[src/rtl/core/prqs_pkg.sv]
// ----------------------------------------------------------------------------
// prqs_pkg
// Shared types and constants for the priority ready-queue scheduler.
// ----------------------------------------------------------------------------
`default_nettype none

package prqs_pkg;

    localparam int TASK_ID_W = 4;
    localparam int PRIO_W    = 2;

    // request codes
    typedef enum logic [0:0] {
        OP_MAKE_READY = 1'b0,
        OP_SCHEDULE   = 1'b1
    } op_t;

    typedef struct packed {
        op_t                  operation;
        logic [TASK_ID_W-1:0] task_id;
        logic [PRIO_W-1:0]    task_priority;
        logic                 current_running;
    } in_item_t;

    typedef struct packed {
        logic [TASK_ID_W-1:0] running_task;
        logic                 running_present;
        logic                 switched;
        logic                 no_task_error;
        logic                 queue_full;
    } out_item_t;

endpackage

`default_nettype wire

[src/rtl/core/priority_ready_queue_scheduler.sv]
// ----------------------------------------------------------------------------
// priority_ready_queue_scheduler
// Strict-priority ready-queue scheduler, round robin inside each level.
// ----------------------------------------------------------------------------
// Usage:
//   s_valid/s_ready/s_item carry requests: make_ready appends task_id to the
//   tail of level task_priority (level 0 highest), schedule pops the head of
//   the highest non-empty level and, if the current task is still running,
//   puts it back at the tail of its own level.
//   m_valid/m_ready/m_item return one result transaction per request.
//   Timing: a request is registered on acceptance and processed in a cycle
//   in which the output register is free or being emptied; its result is
//   loaded into the output register at the end of that cycle, which drives m_valid.
//   Throughput: one request per cycle while m_ready is high, any mix of
//   operations. The queue storage is one memory with one write and one
//   registered read port; each level keeps its head entry in a register,
//   refilled by the read port after a pop in time for a pop the very next cycle.
//   Reset (aresetn low, synchronous): all levels empty, no task running,
//   both pipeline stages empty. No clearing pass is needed.
//   Receiver stall: the output register holds its result; the input register
//   takes one more request, then s_ready drops until m_ready returns.
// ----------------------------------------------------------------------------
`default_nettype none

module priority_ready_queue_scheduler #(
    parameter int PRIORITY_LEVELS = 4,
    parameter int MAX_TASKS       = 16
) (
    input  wire logic               aclk,
    input  wire logic               aresetn,
    input  wire logic               s_valid,
    output logic                    s_ready,
    input  wire prqs_pkg::in_item_t s_item,
    output logic                    m_valid,
    input  wire logic               m_ready,
    output prqs_pkg::out_item_t     m_item
);

    localparam int LVL_W  = (PRIORITY_LEVELS > 1) ? $clog2(PRIORITY_LEVELS) : 1;
    localparam int SLOT_W = $clog2(MAX_TASKS);
    localparam int CNT_W  = $clog2(MAX_TASKS + 1);
    localparam int SUM_W  = $clog2(2 * MAX_TASKS);
    localparam int DEPTH  = PRIORITY_LEVELS * MAX_TASKS;
    localparam int ADDR_W = $clog2(DEPTH);
    localparam int ID_W   = prqs_pkg::TASK_ID_W;

    // ------------------------------------------------------------------
    // input register and output register
    // ------------------------------------------------------------------
    prqs_pkg::in_item_t  in_item_reg;
    logic                in_valid_reg;
    prqs_pkg::out_item_t out_item_reg, out_item_next;
    logic                out_valid_reg;
    logic                fire;

    // processing happens when the output slot is free or being emptied
    assign fire    = in_valid_reg && (!out_valid_reg || m_ready);
    assign s_ready = !in_valid_reg || fire;
    assign m_valid = out_valid_reg;
    assign m_item  = out_item_reg;

    always_ff @(posedge aclk) begin
        if (!aresetn) begin
            in_valid_reg  <= 1'b0;
            out_valid_reg <= 1'b0;
        end else begin
            if (s_ready) begin
                in_valid_reg <= s_valid;
            end
            if (fire) begin
                out_valid_reg <= 1'b1;
            end else if (m_ready) begin
                out_valid_reg <= 1'b0;
            end
        end
    end

    always_ff @(posedge aclk) begin
        if (s_ready && s_valid) begin
            in_item_reg <= s_item;
        end
        if (fire) begin
            out_item_reg <= out_item_next;
        end
    end

    // ------------------------------------------------------------------
    // queue state
    // ------------------------------------------------------------------
    logic [SLOT_W-1:0] head_reg [PRIORITY_LEVELS];
    logic [SLOT_W-1:0] head_next [PRIORITY_LEVELS];
    logic [CNT_W-1:0]  cnt_reg  [PRIORITY_LEVELS];
    logic [CNT_W-1:0]  cnt_next [PRIORITY_LEVELS];
    logic [CNT_W-1:0]  cnt_mid  [PRIORITY_LEVELS];
    // cached head entry of each level
    logic [ID_W-1:0]   hv_reg   [PRIORITY_LEVELS];
    logic [ID_W-1:0]   hv_next  [PRIORITY_LEVELS];
    logic [ID_W-1:0]   hv_eff   [PRIORITY_LEVELS];

    logic [ID_W-1:0]   cur_task_reg,  cur_task_next;
    logic [LVL_W-1:0]  cur_level_reg, cur_level_next;
    logic              cur_valid_reg, cur_valid_next;

    // refill of a head cache from the memory, in the cycle after a pop
    logic              pend_valid_reg, pend_valid_next;
    logic [LVL_W-1:0]  pend_lvl_reg,   pend_lvl_next;

    // memory
    logic [ID_W-1:0]   queue_mem_reg [DEPTH];
    logic [ID_W-1:0]   rd_data_reg;
    logic              wr_en, rd_en;
    logic [ADDR_W-1:0] wr_addr, rd_addr;
    logic [ID_W-1:0]   wr_data;

    // decision signals
    logic              found;
    logic [LVL_W-1:0]  pick_lvl;
    logic              still;
    logic              is_sched;
    logic              pop_en;
    logic              push_en;
    logic              push_ok;
    logic              push_full;
    logic [LVL_W-1:0]  push_lvl;
    logic [LVL_W-1:0]  req_lvl;
    logic [ID_W-1:0]   push_id;
    logic [SUM_W-1:0]  tail_sum;
    logic [SUM_W-1:0]  head_sum;
    logic [SLOT_W-1:0] tail_slot;
    logic [SLOT_W-1:0] new_head;

    // head entry as seen this cycle
    always_comb begin
        for (int l = 0; l < PRIORITY_LEVELS; l++) begin
            hv_eff[l] = (pend_valid_reg && pend_lvl_reg == LVL_W'(l)) ? rd_data_reg
                                                                        : hv_reg[l];
        end
    end

    // highest non-empty level
    always_comb begin
        found    = 1'b0;
        pick_lvl = '0;
        for (int l = PRIORITY_LEVELS - 1; l >= 0; l--) begin
            if (cnt_reg[l] != '0) begin
                found    = 1'b1;
                pick_lvl = LVL_W'(l);
            end
        end
    end

    // requested level, saturated to the lowest level
    assign req_lvl = (32'(in_item_reg.task_priority) >= PRIORITY_LEVELS)
                   ? LVL_W'(PRIORITY_LEVELS - 1) : LVL_W'(in_item_reg.task_priority);

    assign is_sched = (in_item_reg.operation == prqs_pkg::OP_SCHEDULE);
    assign still    = in_item_reg.current_running && cur_valid_reg;
    assign pop_en   = fire && is_sched && found;
    assign push_en  = fire && (!is_sched || (found && still));
    assign push_lvl = is_sched ? cur_level_reg : req_lvl;
    assign push_id  = is_sched ? cur_task_reg  : in_item_reg.task_id;

    // pop first, then append, as one step
    always_comb begin
        for (int l = 0; l < PRIORITY_LEVELS; l++) begin
            cnt_mid[l]  = cnt_reg[l];
            head_next[l] = head_reg[l];
        end
        head_sum = SUM_W'(head_reg[pick_lvl]) + SUM_W'(1);
        new_head = (head_sum >= SUM_W'(MAX_TASKS)) ? SLOT_W'(head_sum - SUM_W'(MAX_TASKS))
                                                   : SLOT_W'(head_sum);
        if (pop_en) begin
            cnt_mid[pick_lvl]   = cnt_reg[pick_lvl] - CNT_W'(1);
            head_next[pick_lvl] = new_head;
        end

        push_full = (cnt_mid[push_lvl] == CNT_W'(MAX_TASKS));
        push_ok   = push_en && !push_full;
        tail_sum  = SUM_W'(head_next[push_lvl]) + SUM_W'(cnt_mid[push_lvl]);
        tail_slot = (tail_sum >= SUM_W'(MAX_TASKS)) ? SLOT_W'(tail_sum - SUM_W'(MAX_TASKS))
                                                    : SLOT_W'(tail_sum);

        for (int l = 0; l < PRIORITY_LEVELS; l++) begin
            cnt_next[l] = cnt_mid[l];
            hv_next[l]  = hv_eff[l];
        end
        if (push_ok) begin
            cnt_next[push_lvl] = cnt_mid[push_lvl] + CNT_W'(1);
            // append to an empty level: the new entry is the head
            if (cnt_mid[push_lvl] == '0) begin
                hv_next[push_lvl] = push_id;
            end
        end

        // refill the head cache of the popped level if entries remain
        rd_en           = pop_en && (cnt_mid[pick_lvl] != '0);
        rd_addr         = ADDR_W'(ADDR_W'(pick_lvl) * ADDR_W'(MAX_TASKS) + ADDR_W'(new_head));
        pend_valid_next = rd_en;
        pend_lvl_next   = pick_lvl;

        wr_en   = push_ok;
        wr_addr = ADDR_W'(ADDR_W'(push_lvl) * ADDR_W'(MAX_TASKS) + ADDR_W'(tail_slot));
        wr_data = push_id;
    end

    // running task
    always_comb begin
        cur_task_next  = cur_task_reg;
        cur_level_next = cur_level_reg;
        cur_valid_next = cur_valid_reg;
        if (pop_en) begin
            cur_task_next  = hv_eff[pick_lvl];
            cur_level_next = pick_lvl;
            cur_valid_next = 1'b1;
        end
    end

    // result
    always_comb begin
        out_item_next.running_task    = cur_valid_next ? cur_task_next : '0;
        out_item_next.running_present = cur_valid_next;
        out_item_next.switched        = is_sched && found;
        out_item_next.no_task_error   = is_sched && !found && !still;
        out_item_next.queue_full      = push_en && push_full;
    end

    always_ff @(posedge aclk) begin
        if (!aresetn) begin
            for (int l = 0; l < PRIORITY_LEVELS; l++) begin
                head_reg[l] <= '0;
                cnt_reg[l]  <= '0;
            end
            cur_task_reg   <= '0;
            cur_level_reg  <= '0;
            cur_valid_reg  <= 1'b0;
            pend_valid_reg <= 1'b0;
            pend_lvl_reg   <= '0;
        end else begin
            for (int l = 0; l < PRIORITY_LEVELS; l++) begin
                head_reg[l] <= head_next[l];
                cnt_reg[l]  <= cnt_next[l];
            end
            cur_task_reg   <= cur_task_next;
            cur_level_reg  <= cur_level_next;
            cur_valid_reg  <= cur_valid_next;
            pend_valid_reg <= pend_valid_next;
            pend_lvl_reg   <= pend_lvl_next;
        end
    end

    // head caches are payload, only meaningful while their level is non-empty
    always_ff @(posedge aclk) begin
        for (int l = 0; l < PRIORITY_LEVELS; l++) begin
            hv_reg[l] <= hv_next[l];
        end
    end

    // queue memory: one write port, one registered read port
    always_ff @(posedge aclk) begin
        if (wr_en) begin
            queue_mem_reg[wr_addr] <= wr_data;
        end
        if (rd_en) begin
            rd_data_reg <= queue_mem_reg[rd_addr];
        end
    end

    // ------------------------------------------------------------------
    // assertions
    // ------------------------------------------------------------------
    generate
        for (genvar g = 0; g < PRIORITY_LEVELS; g++) begin : g_cnt_chk
            a_cnt_bound: assert property (@(posedge aclk) disable iff (!aresetn)
                cnt_reg[g] <= CNT_W'(MAX_TASKS))
                else $error("level count above capacity");
        end
    endgenerate

    a_refill_after_pop: assert property (@(posedge aclk) disable iff (!aresetn)
        pend_valid_reg |-> $past(pop_en))
        else $error("head refill without a pop");

    a_result_after_fire: assert property (@(posedge aclk) disable iff (!aresetn)
        fire |=> m_valid)
        else $error("processed request produced no result");

    a_err_not_switch: assert property (@(posedge aclk) disable iff (!aresetn)
        m_valid |-> !(m_item.no_task_error && m_item.switched))
        else $error("error and switch in one result");

    a_idle_task_zero: assert property (@(posedge aclk) disable iff (!aresetn)
        (m_valid && !m_item.running_present) |-> (m_item.running_task == '0))
        else $error("task id shown with no task running");

endmodule

`default_nettype wire
[config.mk]
export PLATFORM = sky130hd
export DESIGN_NAME = priority_ready_queue_scheduler
export DESIGN_NICKNAME = d
export VERILOG_FILES = /design/src/rtl/core/prqs_pkg.sv /design/src/rtl/core/priority_ready_queue_scheduler.sv
export SDC_FILE = /design/constraint.sdc
export NUM_CORES = 1
export LEC_CHECK = 0
export BUFFER_PORTS_ARGS = -buffer_cell sky130_fd_sc_hd__clkbuf_2
export CAP_MARGIN = 10
export CORE_AREA = 8 8 163 165
export CTS_BUF_LIST = sky130_fd_sc_hd__clkbuf_8
export CTS_CLUSTER_DIAMETER = 50
export DETAILED_ROUTE_END_ITERATION = 16
export DIE_AREA = 0 0 171 173
export HOLD_SLACK_MARGIN = 0.1
export PLACE_DENSITY = 0.8
export SLEW_MARGIN = 40
export SYNTH_ARGS = -nofsm -noshare
export SYNTH_HDL_FRONTEND = slang
export SYNTH_SLANG_ARGS = --single-unit
[constraint.sdc]
create_clock -name aclk -period 6.6 [get_ports aclk]
set_clock_uncertainty 0.15 [all_clocks]
set_input_delay 0 -clock aclk [delete_from_list [all_inputs] [get_ports aclk]]
set_output_delay 0 -clock aclk [all_outputs]
set_load 0.05 [all_outputs]
==> metrics <==
status=complete, no violations; TritonRoute pass-1 iters=6; CTS tree=built; Post-Syn Nets=between 1000 and 1500; I/O Buffers=21; final setup TNS=0 ps; Slew Limit Fails=0; initial antenna violation count=0; Synth Area in Adders=less than 1%; DIE AREA=just under 0.03 sq mm; HP Class=flop to flop; GRT Resource Usage Total=about 25%; compound-gate portion of the synthesized area=a little under a tenth; setup violators final=0; via/cell ratio=around 6.6; maximum clock rate=about 170 MHz; Hold Fails Final Rpt=0; Post-Synthesis Mean Instance Area=13.88 sq um; CP required=6660 ps; total CTS buffers=54; initial DRC count=roughly 1200; Crit Path Max Fanout=13; post-synthesis sequential area ratio=a little over three fifths; row cnt=between 50 and 60; Vias=between 10000 and 15000; worst skew pair latency=a little under 600 ps; Max Cap Viol=0; critical path startpoint category=flop; share of layout cells above drive strength 1=a little over a fifth; Clock Sink Count=340; RSZ-0062 raised after global routing=false; root buf cell=clkbuf_8; max FFs per register=256; Max IR drop VDD=0.2680 mV; commonest non-fill, non-tap cells in the layout=edfxtp_1, nand2_1, nor2_1; Mapped Area=0.01529 sq mm; LEAKAGE=~6 nW; Worst-Margin Slew=just under 900 ps; io pins=22; pin count of the biggest net entering global routing=between 60 and 70; Synth Warn #=0; most common cell after layout, fill and taps aside=edfxtp_1; Nets=around 1200; synthesis-to-layout area growth=11.51%; min Tclk post-route=between 5000 and 6000 ps; vias in the first global route=around 10000; Detail Placement HPWL=~24 mm; first-pass GRT wire length=~58 mm; die width=~170 um; Die H=about 170 um; starting density of the core=between 60% and 70%; PostCTS Resize Cnt=0; pwr dens=~350 mW/mm^2; GPL Wtd Cong=between 1 and 1.5; final hold slack=approximately 320 ps; post-synthesis simple-gate area fraction=between 10% and 20%; CTS clk-pin slew, worst paths=approximately 60 ps; Antenna diodes=0; worst setup path class=flop to flop; XOR/XNOR Fraction of Synth Area=between 1 and 1.5%; total wire length=about 38 mm; worst rel slew slack=39.27%; Power, Total=a little under 6 mW; ANT nets after route=0; post-DR wirelength/cell=24.49 um; post-synthesis mux area share=between 10% and 20%; GRT overflow=0; Main synth FF type=edfxtp_1; flops & latches, synth=between 300 and 400; Cell variety after synth=81; drc violations=0; EDFF count, synth=276; Bufs on Longest Clock Path=3; Core Region=roughly 0.024 sq mm; Worst Path Arrival=about 5900 ps; setup bufs post-CTS=0; Synth Instances=approximately 1100; CTS HTree Levels=2; final period utilization=between 80% and 90%; largest family of logic cells by synthesized area=multiplexers; Synth async-reset ratio=0%; CP endpoint kind=flop
==> layer usage <==
| layer | track usage [%] | routed length [um] | up-vias | share of wire (%) |
|---|---|---|---|---|
| li1 | - | - | 4442 | - |
| met3 | 4.578 | 3456 | 136 | 9.2 |
| met1 | 33.77 | 14500 | 4907 | 39 |
| met2 | 39.96 | 17960 | 632 | 48 |
| met5 | 0 | 0 | - | 0 |
| met4 | 12.32 | 1621 | 0 | 4.3 |
==> what timing repair did <==
| item | CTS | global route |
|---|---|---|
| hold buffers | 22 | 0 |
| setup endpoints to repair | 0 | 0 |
| hold endpoints to repair | 49 | 0 |
==> area by class of cell <==
| class | instances | area (sq um) |
|---|---|---|
| Sequential cell | 340 | 9569 |
| Fill cell | 1602 | 6909 |
| Multi-Input combinational cell | 683 | 5480 |
| Clock buffer | 55 | 757.0 |
| Timing Repair Buffer | 73 | 554.3 |
| Tap cell | 324 | 405.4 |
| Clock inverter | 44 | 232.7 |
| Inverter | 14 | 55.05 |
==> worst max-delay path: stages (launching register included) <==
cell      delay, ps
dfxtp_1         340
or4_1           700
nand2b_4        300
a21oi_2         590
o221ai_4        200
inv_1           140
ha_2            320
mux2i_1         210
nand2_1          90
nand3_1         120
o21ai_0         210
xor2_1          350
ha_1            210
a21oi_1          70
xnor2_1         360
nand2_1         340
nor4_1          750
==> cells by family (layout without fill, tap and decap cells) <==
| group | after synthesis | after routing |
|---|---|---|
| AO/OA/AOI/OAI | 205 | 205 |
| XOR/XNOR | 16 | 16 |
| flip-flops | 340 | 340 |
| buffers and inverters | 79 | 186 |
| adder cells (fa/ha/maj) | 5 | 5 |
| AND/OR/NAND/NOR | 334 | 334 |
| multiplexers | 123 | 123 |
==> where the power goes <==
group          total (mW)  switching, mW  internal (mW)
logic                1.84           1.10          0.736
registers            2.45         0.0378           2.41
clock network        1.64          0.817          0.823
==> synthesized netlist by cell type (all sizes together), types with 19 or more instances <==
master / instances / area, sq um
a211oi: 28 / 215.2
a21oi: 59 / 306.5
buf: 30 / 156.4
clkbuf: 35 / 131.4
dfxtp: 64 / 1281
edfxtp: 276 / 8288
mux2i: 42 / 420.4
mux4: 66 / 1486
nand2: 87 / 329.1
nand3: 19 / 95.09
nor2: 81 / 316.5
nor2b: 19 / 118.9
nor3: 62 / 315.3
nor4: 22 / 190.2
o21ai: 45 / 225.2
==> final timing paths <==
| check | startpoint | to | slack (ps) | cells after the start |
|---|---|---|---|---|
| max | cnt_reg[0][1]$_SDFF_PN0_ | queue_mem_reg[28][2]$_DFFE_PP_ | 770 | 16 |
| min | cur_level_reg[0]$_SDFFE_PN0N_ | cur_level_reg[0]$_SDFFE_PN0N_ | 320 | 2 |
| max reg2reg | cnt_reg[0][1]$_SDFF_PN0_ | queue_mem_reg[28][2]$_DFFE_PP_ | 770 | 16 |
| min reg2reg | cur_level_reg[0]$_SDFFE_PN0N_ | cur_level_reg[0]$_SDFFE_PN0N_ | 320 | 2 |
==> stage by stage <==
step	std cells	setup WS (ps)	area (sq um)	util, %
after CTS	1533	769.9	17030	71.06
after global routing	1533	449.8	17050	71.17
after global placement	1412	945.0	15800	65.92
after detailed placement	1412	763.6	15820	66.01
after floorplan	1102	929.7	15290	-
final	1533	765.9	17050	71.17
Power figures use the tool's default switching activity.
